[src/rtl/hed_pkg.sv]
// Shared types and constants for the HTML entity decoder.
// Holds the entity table, the hold-store and result-burst structs.
// No dependencies.
package hed_pkg;

    localparam int HOLD_DEPTH  = 6;
    localparam int BURST_DEPTH = 7;
    localparam int ENT_COUNT   = 8;
    localparam int ENT_CHARS   = 7;

    localparam logic [7:0] AMP_CHAR = 8'h26;
    localparam logic [2:0] ENT_AMP  = 3'd1;

    typedef struct packed {
        logic [0:ENT_CHARS-1][7:0] text;
        logic [2:0]                len;
        logic [7:0]                repl;
        logic                      after_amp;
    } t_entity;

    typedef struct packed {
        logic [0:HOLD_DEPTH-1][7:0] bytes;
        logic [2:0]                 cnt;
        logic                       from_amp;
    } t_hold;

    typedef struct packed {
        logic [0:BURST_DEPTH-1][7:0] bytes;
        logic [2:0]                  cnt;
        logic                        last;
    } t_burst;

    localparam t_entity ENTITY_TABLE [0:ENT_COUNT-1] = '{
        '{text: '{8'h26, 8'h71, 8'h75, 8'h6F, 8'h74, 8'h3B, 8'h00},
          len: 3'd6, repl: 8'h22, after_amp: 1'b0},
        '{text: '{8'h26, 8'h61, 8'h6D, 8'h70, 8'h3B, 8'h00, 8'h00},
          len: 3'd5, repl: 8'h26, after_amp: 1'b0},
        '{text: '{8'h26, 8'h61, 8'h70, 8'h6F, 8'h73, 8'h3B, 8'h00},
          len: 3'd6, repl: 8'h27, after_amp: 1'b1},
        '{text: '{8'h26, 8'h6C, 8'h74, 8'h3B, 8'h00, 8'h00, 8'h00},
          len: 3'd4, repl: 8'h3C, after_amp: 1'b1},
        '{text: '{8'h26, 8'h67, 8'h74, 8'h3B, 8'h00, 8'h00, 8'h00},
          len: 3'd4, repl: 8'h3E, after_amp: 1'b1},
        '{text: '{8'h26, 8'h23, 8'h38, 8'h32, 8'h31, 8'h37, 8'h3B},
          len: 3'd7, repl: 8'h27, after_amp: 1'b1},
        '{text: '{8'h26, 8'h23, 8'h38, 8'h32, 8'h31, 8'h36, 8'h3B},
          len: 3'd7, repl: 8'h27, after_amp: 1'b1},
        '{text: '{8'h26, 8'h23, 8'h33, 8'h39, 8'h3B, 8'h00, 8'h00},
          len: 3'd5, repl: 8'h27, after_amp: 1'b1}
    };

endpackage

[src/rtl/hed_match.sv]
// Combinational entity matcher: one input byte against the hold store.
// Produces the result burst and the next hold state. Uses hed_pkg.
module hed_match
    import hed_pkg::*;
(
    input  logic [7:0] i_byte,
    input  logic       i_eot,
    input  t_hold      i_hold,
    output t_burst     o_burst,
    output t_hold      o_hold
);

    logic [7:0] cand [0:ENT_CHARS-1];
    logic [2:0] len;
    logic       any_full;
    logic       any_part;
    logic [2:0] full_idx;
    logic       ok;
    logic [7:0] res [0:BURST_DEPTH-1];
    logic [2:0] rcnt;
    t_hold      nh;
    logic [2:0] src;
    logic [3:0] total;

    always_comb begin
        len = i_hold.cnt + 3'd1;
        for (int j = 0; j < ENT_CHARS; j++) begin
            if (j < HOLD_DEPTH && 3'(j) < i_hold.cnt) begin
                cand[j] = i_hold.bytes[j];
            end else begin
                cand[j] = i_byte;
            end
        end

        any_full = 1'b0;
        any_part = 1'b0;
        full_idx = '0;
        for (int k = 0; k < ENT_COUNT; k++) begin
            ok = 1'b1;
            if (i_hold.from_amp && !ENTITY_TABLE[k].after_amp) begin
                ok = 1'b0;
            end
            if (ENTITY_TABLE[k].len < len) begin
                ok = 1'b0;
            end
            for (int j = 0; j < ENT_CHARS; j++) begin
                if (3'(j) < len && ENTITY_TABLE[k].text[j] != cand[j]) begin
                    ok = 1'b0;
                end
            end
            if (ok) begin
                if (ENTITY_TABLE[k].len == len) begin
                    any_full = 1'b1;
                    full_idx = 3'(k);
                end else begin
                    any_part = 1'b1;
                end
            end
        end

        nh   = i_hold;
        rcnt = '0;
        for (int i = 0; i < BURST_DEPTH; i++) begin
            res[i] = i_byte;
        end

        if (i_hold.cnt == 3'd0) begin
            if (i_byte == AMP_CHAR) begin
                nh.bytes[0] = AMP_CHAR;
                nh.cnt      = 3'd1;
                nh.from_amp = 1'b0;
            end else begin
                rcnt = 3'd1;
            end
        end else if (any_full) begin
            if (full_idx == ENT_AMP) begin
                nh.bytes[0] = AMP_CHAR;
                nh.cnt      = 3'd1;
                nh.from_amp = 1'b1;
            end else begin
                res[0]      = ENTITY_TABLE[full_idx].repl;
                rcnt        = 3'd1;
                nh.cnt      = 3'd0;
                nh.from_amp = 1'b0;
            end
        end else if (any_part && len <= 3'(HOLD_DEPTH)) begin
            nh.bytes[i_hold.cnt] = i_byte;
            nh.cnt               = len;
        end else begin
            for (int j = 0; j < HOLD_DEPTH; j++) begin
                res[j] = i_hold.bytes[j];
            end
            nh.from_amp = 1'b0;
            if (i_byte == AMP_CHAR) begin
                rcnt        = i_hold.cnt;
                nh.bytes[0] = AMP_CHAR;
                nh.cnt      = 3'd1;
            end else begin
                res[i_hold.cnt] = i_byte;
                rcnt            = len;
                nh.cnt          = 3'd0;
            end
        end

        for (int i = 0; i < BURST_DEPTH; i++) begin
            src = 3'(i) - rcnt;
            if (3'(i) < rcnt || !i_eot) begin
                o_burst.bytes[i] = res[i];
            end else if (src < 3'(HOLD_DEPTH)) begin
                o_burst.bytes[i] = nh.bytes[src];
            end else begin
                o_burst.bytes[i] = res[i];
            end
        end

        total = {1'b0, rcnt} + {1'b0, nh.cnt};
        o_hold = nh;
        if (i_eot) begin
            o_burst.cnt   = total[2:0];
            o_burst.last  = 1'b1;
            o_hold.cnt    = 3'd0;
            o_hold.from_amp = 1'b0;
        end else begin
            o_burst.cnt  = rcnt;
            o_burst.last = 1'b0;
        end
    end

endmodule

[src/rtl/hed_outbuf.sv]
// Result burst register: loads up to seven bytes at once, drains one per cycle while popped.
// Marks the final byte of a text. Uses hed_pkg.
module hed_outbuf
    import hed_pkg::*;
(
    input  logic       i_clk,
    input  logic       i_rst_n,
    input  logic       i_load,
    input  t_burst     i_burst,
    input  logic       i_pop,
    output logic [7:0] o_byte,
    output logic       o_last,
    output logic       o_valid,
    output logic [2:0] o_cnt
);

    logic [7:0] r_buf [0:BURST_DEPTH-1];
    logic [2:0] r_cnt;
    logic       r_last;

    always_ff @(posedge i_clk) begin
        if (!i_rst_n) begin
            r_cnt  <= '0;
            r_last <= 1'b0;
        end else if (i_load) begin
            r_cnt  <= i_burst.cnt;
            r_last <= i_burst.last;
        end else if (i_pop) begin
            r_cnt <= r_cnt - 3'd1;
        end
    end

    always_ff @(posedge i_clk) begin
        if (i_load) begin
            for (int i = 0; i < BURST_DEPTH; i++) begin
                r_buf[i] <= i_burst.bytes[i];
            end
        end else if (i_pop) begin
            for (int i = 0; i < BURST_DEPTH - 1; i++) begin
                r_buf[i] <= r_buf[i+1];
            end
        end
    end

    assign o_byte  = r_buf[0];
    assign o_valid = (r_cnt != 3'd0);
    assign o_last  = r_last && (r_cnt == 3'd1);
    assign o_cnt   = r_cnt;

endmodule

[src/rtl/html_entity_decoder_core.sv]
// HTML entity decoder top level: hold-store registers, matcher and result burst.
// The first result of an item is registered and appears in the cycle after it is accepted.
// Throughput: one item per cycle while each item gives at most one byte and the
// output is ready; an item that gives more bytes holds the input as the burst drains.
// Reset is synchronous, active low, and empties the hold store and the burst.
module html_entity_decoder_core
    import hed_pkg::*;
(
    input  logic       i_clk,
    input  logic       i_rst_n,
    input  logic       i_in_valid,
    output logic       o_in_ready,
    input  logic [7:0] i_in_byte,
    input  logic       i_end_of_text,
    output logic       o_out_valid,
    input  logic       i_out_ready,
    output logic [7:0] o_out_byte,
    output logic       o_last_of_text
);

    t_hold      r_hold;
    t_hold      n_hold;
    t_burst     burst;
    logic       accept;
    logic       pop;
    logic [2:0] out_cnt;

    hed_match u_match (
        .i_byte  (i_in_byte),
        .i_eot   (i_end_of_text),
        .i_hold  (r_hold),
        .o_burst (burst),
        .o_hold  (n_hold)
    );

    assign pop        = o_out_valid && i_out_ready;
    assign o_in_ready = (out_cnt == 3'd0) || (out_cnt == 3'd1 && i_out_ready);
    assign accept     = i_in_valid && o_in_ready;

    always_ff @(posedge i_clk) begin
        if (!i_rst_n) begin
            r_hold.cnt      <= '0;
            r_hold.from_amp <= 1'b0;
        end else if (accept) begin
            r_hold <= n_hold;
        end
    end

    hed_outbuf u_outbuf (
        .i_clk   (i_clk),
        .i_rst_n (i_rst_n),
        .i_load  (accept),
        .i_burst (burst),
        .i_pop   (pop),
        .o_byte  (o_out_byte),
        .o_last  (o_last_of_text),
        .o_valid (o_out_valid),
        .o_cnt   (out_cnt)
    );

endmodule

[config.mk]
export PLATFORM = sky130hd
export DESIGN_NAME = html_entity_decoder_core
export DESIGN_NICKNAME = d
export VERILOG_FILES = /design/src/rtl/hed_pkg.sv /design/src/rtl/hed_match.sv /design/src/rtl/hed_outbuf.sv /design/src/rtl/html_entity_decoder_core.sv
export SDC_FILE = /design/constraint.sdc
export NUM_CORES = 1
export LEC_CHECK = 0
export ABC_CLOCK_PERIOD_IN_PS = 6900
export BUFFER_PORTS_ARGS = -buffer_cell sky130_fd_sc_hd__buf_2
export CORE_ASPECT_RATIO = 0.8
export CORE_UTILIZATION = 59
export CTS_BUF_LIST = sky130_fd_sc_hd__clkbuf_4 sky130_fd_sc_hd__clkbuf_8
export DETAILED_ROUTE_END_ITERATION = 10
export PLACE_DENSITY = 0.76
export SLEW_MARGIN = 40
export SYNTH_ARGS = -nofsm -noshare
export SYNTH_HDL_FRONTEND = slang
export SYNTH_SLANG_ARGS = --single-unit
[constraint.sdc]
create_clock -name i_clk -period 6.9 [get_ports i_clk]
set_input_delay 0.345 -clock i_clk [delete_from_list [all_inputs] [get_ports i_clk]]
set_output_delay 0.345 -clock i_clk [all_outputs]
set_load 0.01 [all_outputs]
Word level (Yosys, flattened, before mapping)
Memory sizes are Yosys's and may differ from the RTL's.
Index checks and enable logic that the tools add are counted.
W data, S select, Z words.
Operators by class
  $add $sub $neg: 10
  order comparisons: 39
  eq/ne operators: 34
  multiplexer cells: 192
  bitwise operators: 15
  reduce and logical (&&, ||, !) cells: 52
Operators with widths (number)
  $mux W8: 48
  $bmux W8 S3: 7
  $mux W56: 3
  $mux W40: 3
  $ne A6 B8 Y1 const A: 13
  $mux W1: 99
  $ne A7 B8 Y1 const A: 12
  $mux W3: 20
  $bwmux W56: 1
  $bwmux W48: 1
  $mux W48: 1
  $ge A4 B4 Y1 const B: 9
  $not A3 Y4: 9
  $logic_and A1 B1 Y1: 34
  $lt A3 B3 Y1 const A: 9
  $demux W8 S3: 1
  $reduce_bool A8 Y1: 3
  $lt A3 B3 Y1 const B: 7
  $mux W4: 5
  $lt A1 B3 Y1 const A: 6
  $lt A2 B3 Y1 const A: 6
  $mux W9: 2
  $eq A3 B3 Y1 const A: 4
  $sub A3 B3 Y3 const A: 3
  20 further kinds: 36
Word-level totals
  register bits: 56
  RAM bits: 56
  bits in read-only memories: 544
  bits of input ports: 13
  output and inout bits: 11
  word-level logic and storage cells: 354
  memories kept: 2
Memory list
  (name not given): words 8, bits a word 68, read ports 1, clocked after Yosys merged registers in 0, write ports 0, RTL line hed_match.sv:81  | res[0] = ENTITY_TABLE[full_idx].repl;
  u_outbuf.r_buf: words 7, bits a word 8, read ports 7, clocked after Yosys merged registers in 0, write ports 7, RTL line hed_outbuf.sv:17  | logic [7:0] r_buf [0:BURST_DEPTH-1];

Depth between registers and ports, before layout
  depth after elaboration: 38
  depth in mapped cells: 25
  gate-level depth less buffers: 18

By module
Synthesis repeated with hierarchy kept, for this count alone.
Unflattened totals
  cell total of the unflattened synthesis: 1165
  area, all modules: 10540.1 um2
Modules (own cells, without submodules)
  hed_match: instances 1, cells each 957, area each 6278.5 um2, sequential area each 0.0 um2
  hed_outbuf: instances 1, cells each 137, area each 2608.8 um2, sequential area each 1761.7 um2
  html_entity_decoder_core: instances 1, cells each 71, area each 1652.8 um2, sequential area each 1521.5 um2

Worst setup path after synthesis
No wires, ideal clock.
  kind: register to register
  start: register r_hold[1] (netlist name)
  end: memory u_outbuf.r_buf[2][2], in the netlist u_outbuf.r_buf[0][18], data pin
  setup time: 0.258 ns
  arrival: 4.729 ns
  data required time: 6.642 ns
  setup slack: 1.913 ns
  cell stages (with the launch flop): 24
  buffers on the path: 8
  period minus slack after synthesis: 4.987 ns
  cells stage by stage: dfxtp_1 > clkbuf_1 > buf_2 > inv_1 > ha_1 > clkbuf_1 > nor2b_1 > nand2_1 > and3_1 > nand3b_1 > nand4bb_1 > buf_6 > a2bb2oi_4 > nand2_2 > o31a_4 > inv_2 > buf_4 > buf_4 > buf_2 > ha_1 > and3_4 > or4_4 > buf_4 > o221a_1
RTL lines
  start, declared: RTL line html_entity_decoder_core.sv:21  | t_hold r_hold;
  start signal, assigned: RTL line html_entity_decoder_core.sv:45  | r_hold <= n_hold;
  end, declared: RTL line hed_outbuf.sv:17

==> summary.md <==
| Metric | Value |
|---|---|
| Fin crit share | `85.2%` |
| Diode count | `0` |
| Reg-to-reg setup timing slack | `approximately 1000 ps` |
| CP Max Fanout | `31` |
| Longest Clk Path Bufs | `2` |
| Final Hold Vio Count | `0` |
| CTS tree | `yes` |
| Hold Crit Start | `i_rst_n` |
| Distinct cells, synth | `around 100` |
| First-pass GRT wire length | `51800 um` |
| Status | `finished clean` |
| Hold crit path type | `input port to register` |
| # H-tree levels | `3` |
| Max-slew violation count | `0` |
| Fillers | `~1400` |
| WL per Instance | `roughly 29 um` |
| Post-synth EDFFs | `approximately 100` |
| Synth top area share | `about 33%` |
| IO Pins | `24` |
| Top cells by area, synth | `edfxtp_1 33%, mux2i_1 6.7%, nand2_1 4.1%, mux2_2 3.6%, o21ai_0 3.1%` |
| Remaining Overflow, GRT | `0` |
| Seq/Total Area, Yosys | `34.2%` |
| Worst skew pair latency | `410 ps` |
| P per Cell Area | `between 200 and 250 nW/um^2` |
| Synth Instances | `1059` |
| Die X | `between 100 and 150 um` |
| DRC | `0` |
| Vias in the first global route | `about 8000` |
| Post-synth ARST share | `0%` |
| Top cell type by total area after synthesis | `edfxtp_1` |
| Hold slack | `roughly 320 ps` |
| Synth Flop Type | `edfxtp_1` |
| Met3 usage | `between 10 and 15%` |
| Leak | `3.51 nW` |
| Total CTS buffers | `9` |
| Finished Cell Area | `around 9900 um^2` |
| Initial antenna violation count | `1` |
| Via count | `between 9000 and 10000` |
| Clk_skew | `between 10 and 15 ps` |
| DRT Wirelength | `between 30000 and 40000 um` |
| Initial Utilization | `60.6%` |
| Mean Syn Cell Area | `slightly above 9 um^2` |
| Clk sink count | `roughly 110` |
| Syn_nets | `approximately 1100` |
| Pin count of the biggest net entering global routing | `between 50 and 60` |
| Final setup violating endpoints | `0` |
| Met1 Track Usage GR | `between 60% and 70%` |
| CORE AREA | `~16000 um^2` |
| Max-cap violations | `0` |
| Most used routing layer | `met1` |
| Tightest Pin Transition | `about 850 ps` |
| Antenna Violating Nets Remaining | `0` |
| Initial drt markers | `between 1500 and 2000` |
| Hold path depth | `3` |
| DR pass1 iterations | `6` |
| Setup TNS | `0 ps` |
| CP required | `about 7100 ps` |
| DP HPWL | `roughly 26000 um` |
| M2 GR Usage | `approximately three fifths` |
| Slew margin rel. | `about two fifths` |
| #FFs+latches synth | `around 110` |
| RSZ-0062 raised after global routing | `false` |
| P&R area growth vs syn | `2.80%` |
| Routability cong. | `roughly 1.1` |
| Total track usage | `between 40% and 50%` |
| Synth Warn # | `0` |
| WS Path Type | `register to register` |
| Reg-to-Reg Start | `r_hold[1]` |
| Die ar. | `16800 um^2` |
| Number of cells on the worst reg-to-reg path | `18` |
| Crit end category | `register` |
| Hold_buf cts | `0` |
| Layout cells sized above 1 | `~14%` |
| Max Clk Rate | `170 MHz` |
| PortBufs | `23` |
| CTS clock-pin slew for the worst setup and hold paths | `roughly 110 ps` |
| Hold endpoint | `u_outbuf.r_last` |
| RR Endpoint | `u_outbuf.r_buf[0][35]` |
| Post-DP Area | `slightly below 10000 um^2` |
| Post-synth top cells | `104 x edfxtp_1, 104 x nand2_1, 76 x nor2_1, 64 x mux2i_1, 60 x o21ai_0` |
| Die height | `around 120 um` |
| Via density | `7.36` |
| Tmin final | `approximately 5900 ps` |
| Final nets | `1047` |
| Startpoint class of the critical path | `register` |
| Row count | `41` |
| CP arrival | `between 6000 and 7000 ps` |
| Cts repair resizes | `0` |
| CTS root buf | `clkbuf_8` |
| Maximum vdd drop | `0.140 mV` |
| Mapped Area | `~9600 um^2` |
| Post-CTS Setup Bufs | `0` |
| Total power | `roughly 0.0024 W` |
==> layout by cell type, fill, tap and decap left out, types with 10 or more instances in the layout <==
master,instances
nand2b_1,15
mux2_2,31
o211ai_1,23
nor2b_1,14
nor3_1,13
nor2_1,73
a31oi_1,13
buf_4,15
a21o_1,10
buf_2,23
a21oi_1,54
nand4_1,17
inv_1,42
o21ai_0,59
and2_1,13
o221ai_1,12
edfxtp_1,104
nand3_1,37
o22ai_1,11
ha_1,11
mux2i_1,64
a22oi_1,20
nand2_1,103
==> cell families (layout without fill, tap and decap cells) <==
group / Yosys count / after routing / share of synthesized area (%)
xor gates and xnor gates: 10 / 10 / 1.07
buffers and inverters: 132 / 99 / 6.51
muxes: 100 / 100 / 11.2
DFF: 112 / 112 / 34.2
AOI/OAI and AO/OA: 311 / 311 / 23.5
and+or+nand+nor: 382 / 382 / 21.8
adders and majority gates: 12 / 12 / 1.64
==> registers in the layout (all words and copies together), names as in the netlist <==
register,cells
r_hold,52
u_outbuf.r_buf,56
u_outbuf.o_cnt,3
u_outbuf.r_last,1
==> critical path, stage by stage (launching register included) <==
cell and delay (ps):
dfxtp_1 350, buf_4 280, ha_1 450, xor2_2 520, nand2_1 210, a311oi_1 420, a211o_1 180, nand4bb_1 430
a2bb2oi_4 280, nand3_2 210, or2_1 290, buf_4 250, inv_2 250, ha_1 400, buf_4 280, a21oi_1 60
a32oi_1 310, and2_1 280, o221ai_1 160
==> power breakdown <==
part	internal (W)	total [W]	switching, W	leakage (nW)
registers	0.00108	0.00119	0.000117	1.04
clock network	0.000136	0.000383	0.000247	0.0928
logic	0.000267	0.000863	0.000596	2.37
==> worst max path at each step <==
stage	startpoint	endpoint	slack [ps]
2_1_floorplan	r_hold[1]	u_outbuf.r_buf[0][18]	1910
3_3_place_gp	r_hold[3]	u_outbuf.r_buf[0][17]	1310
3_5_place_dp	r_hold[3]	u_outbuf.r_buf[0][35]	1240
4_1_cts	r_hold[3]	u_outbuf.r_buf[0][35]	1220
5_1_grt	r_hold[2]	u_outbuf.r_buf[0][35]	820
6_report	r_hold[1]	u_outbuf.r_buf[0][35]	1020
==> final cells by class <==
cell class / count / area [um^2] / share of cell area (%)
Multi-Input combinational cell: 815 / 5740 / 58.1
Sequential cell: 112 / 3280 / 33.3
Tap cell: 215 / 269 / 2.72
Timing Repair Buffer: 38 / 228 / 2.31
Inverter: 46 / 173 / 1.75
Clock buffer: 9 / 124 / 1.25
Clock inverter: 6 / 56.3 / 0.570
==> stage by stage <==
stage / utilization [%] / cells / setup slack, ps
CTS: 62.2 / 1241 / 1220
floorplan: - / 1059 / 1910
global placement: 61.0 / 1226 / 1310
finish: 62.3 / 1241 / 1020
global route: 62.3 / 1241 / 821
detailed placement: 61.1 / 1226 / 1240
==> layer usage <==
metal | wire (um) | share of wire (%)
met2 | 14600 | 41
met4 | 1480 | 4.2
met5 | 13 | 0.036
met1 | 14600 | 41
met3 | 4890 | 14
Power figures use the tool's default switching activity.
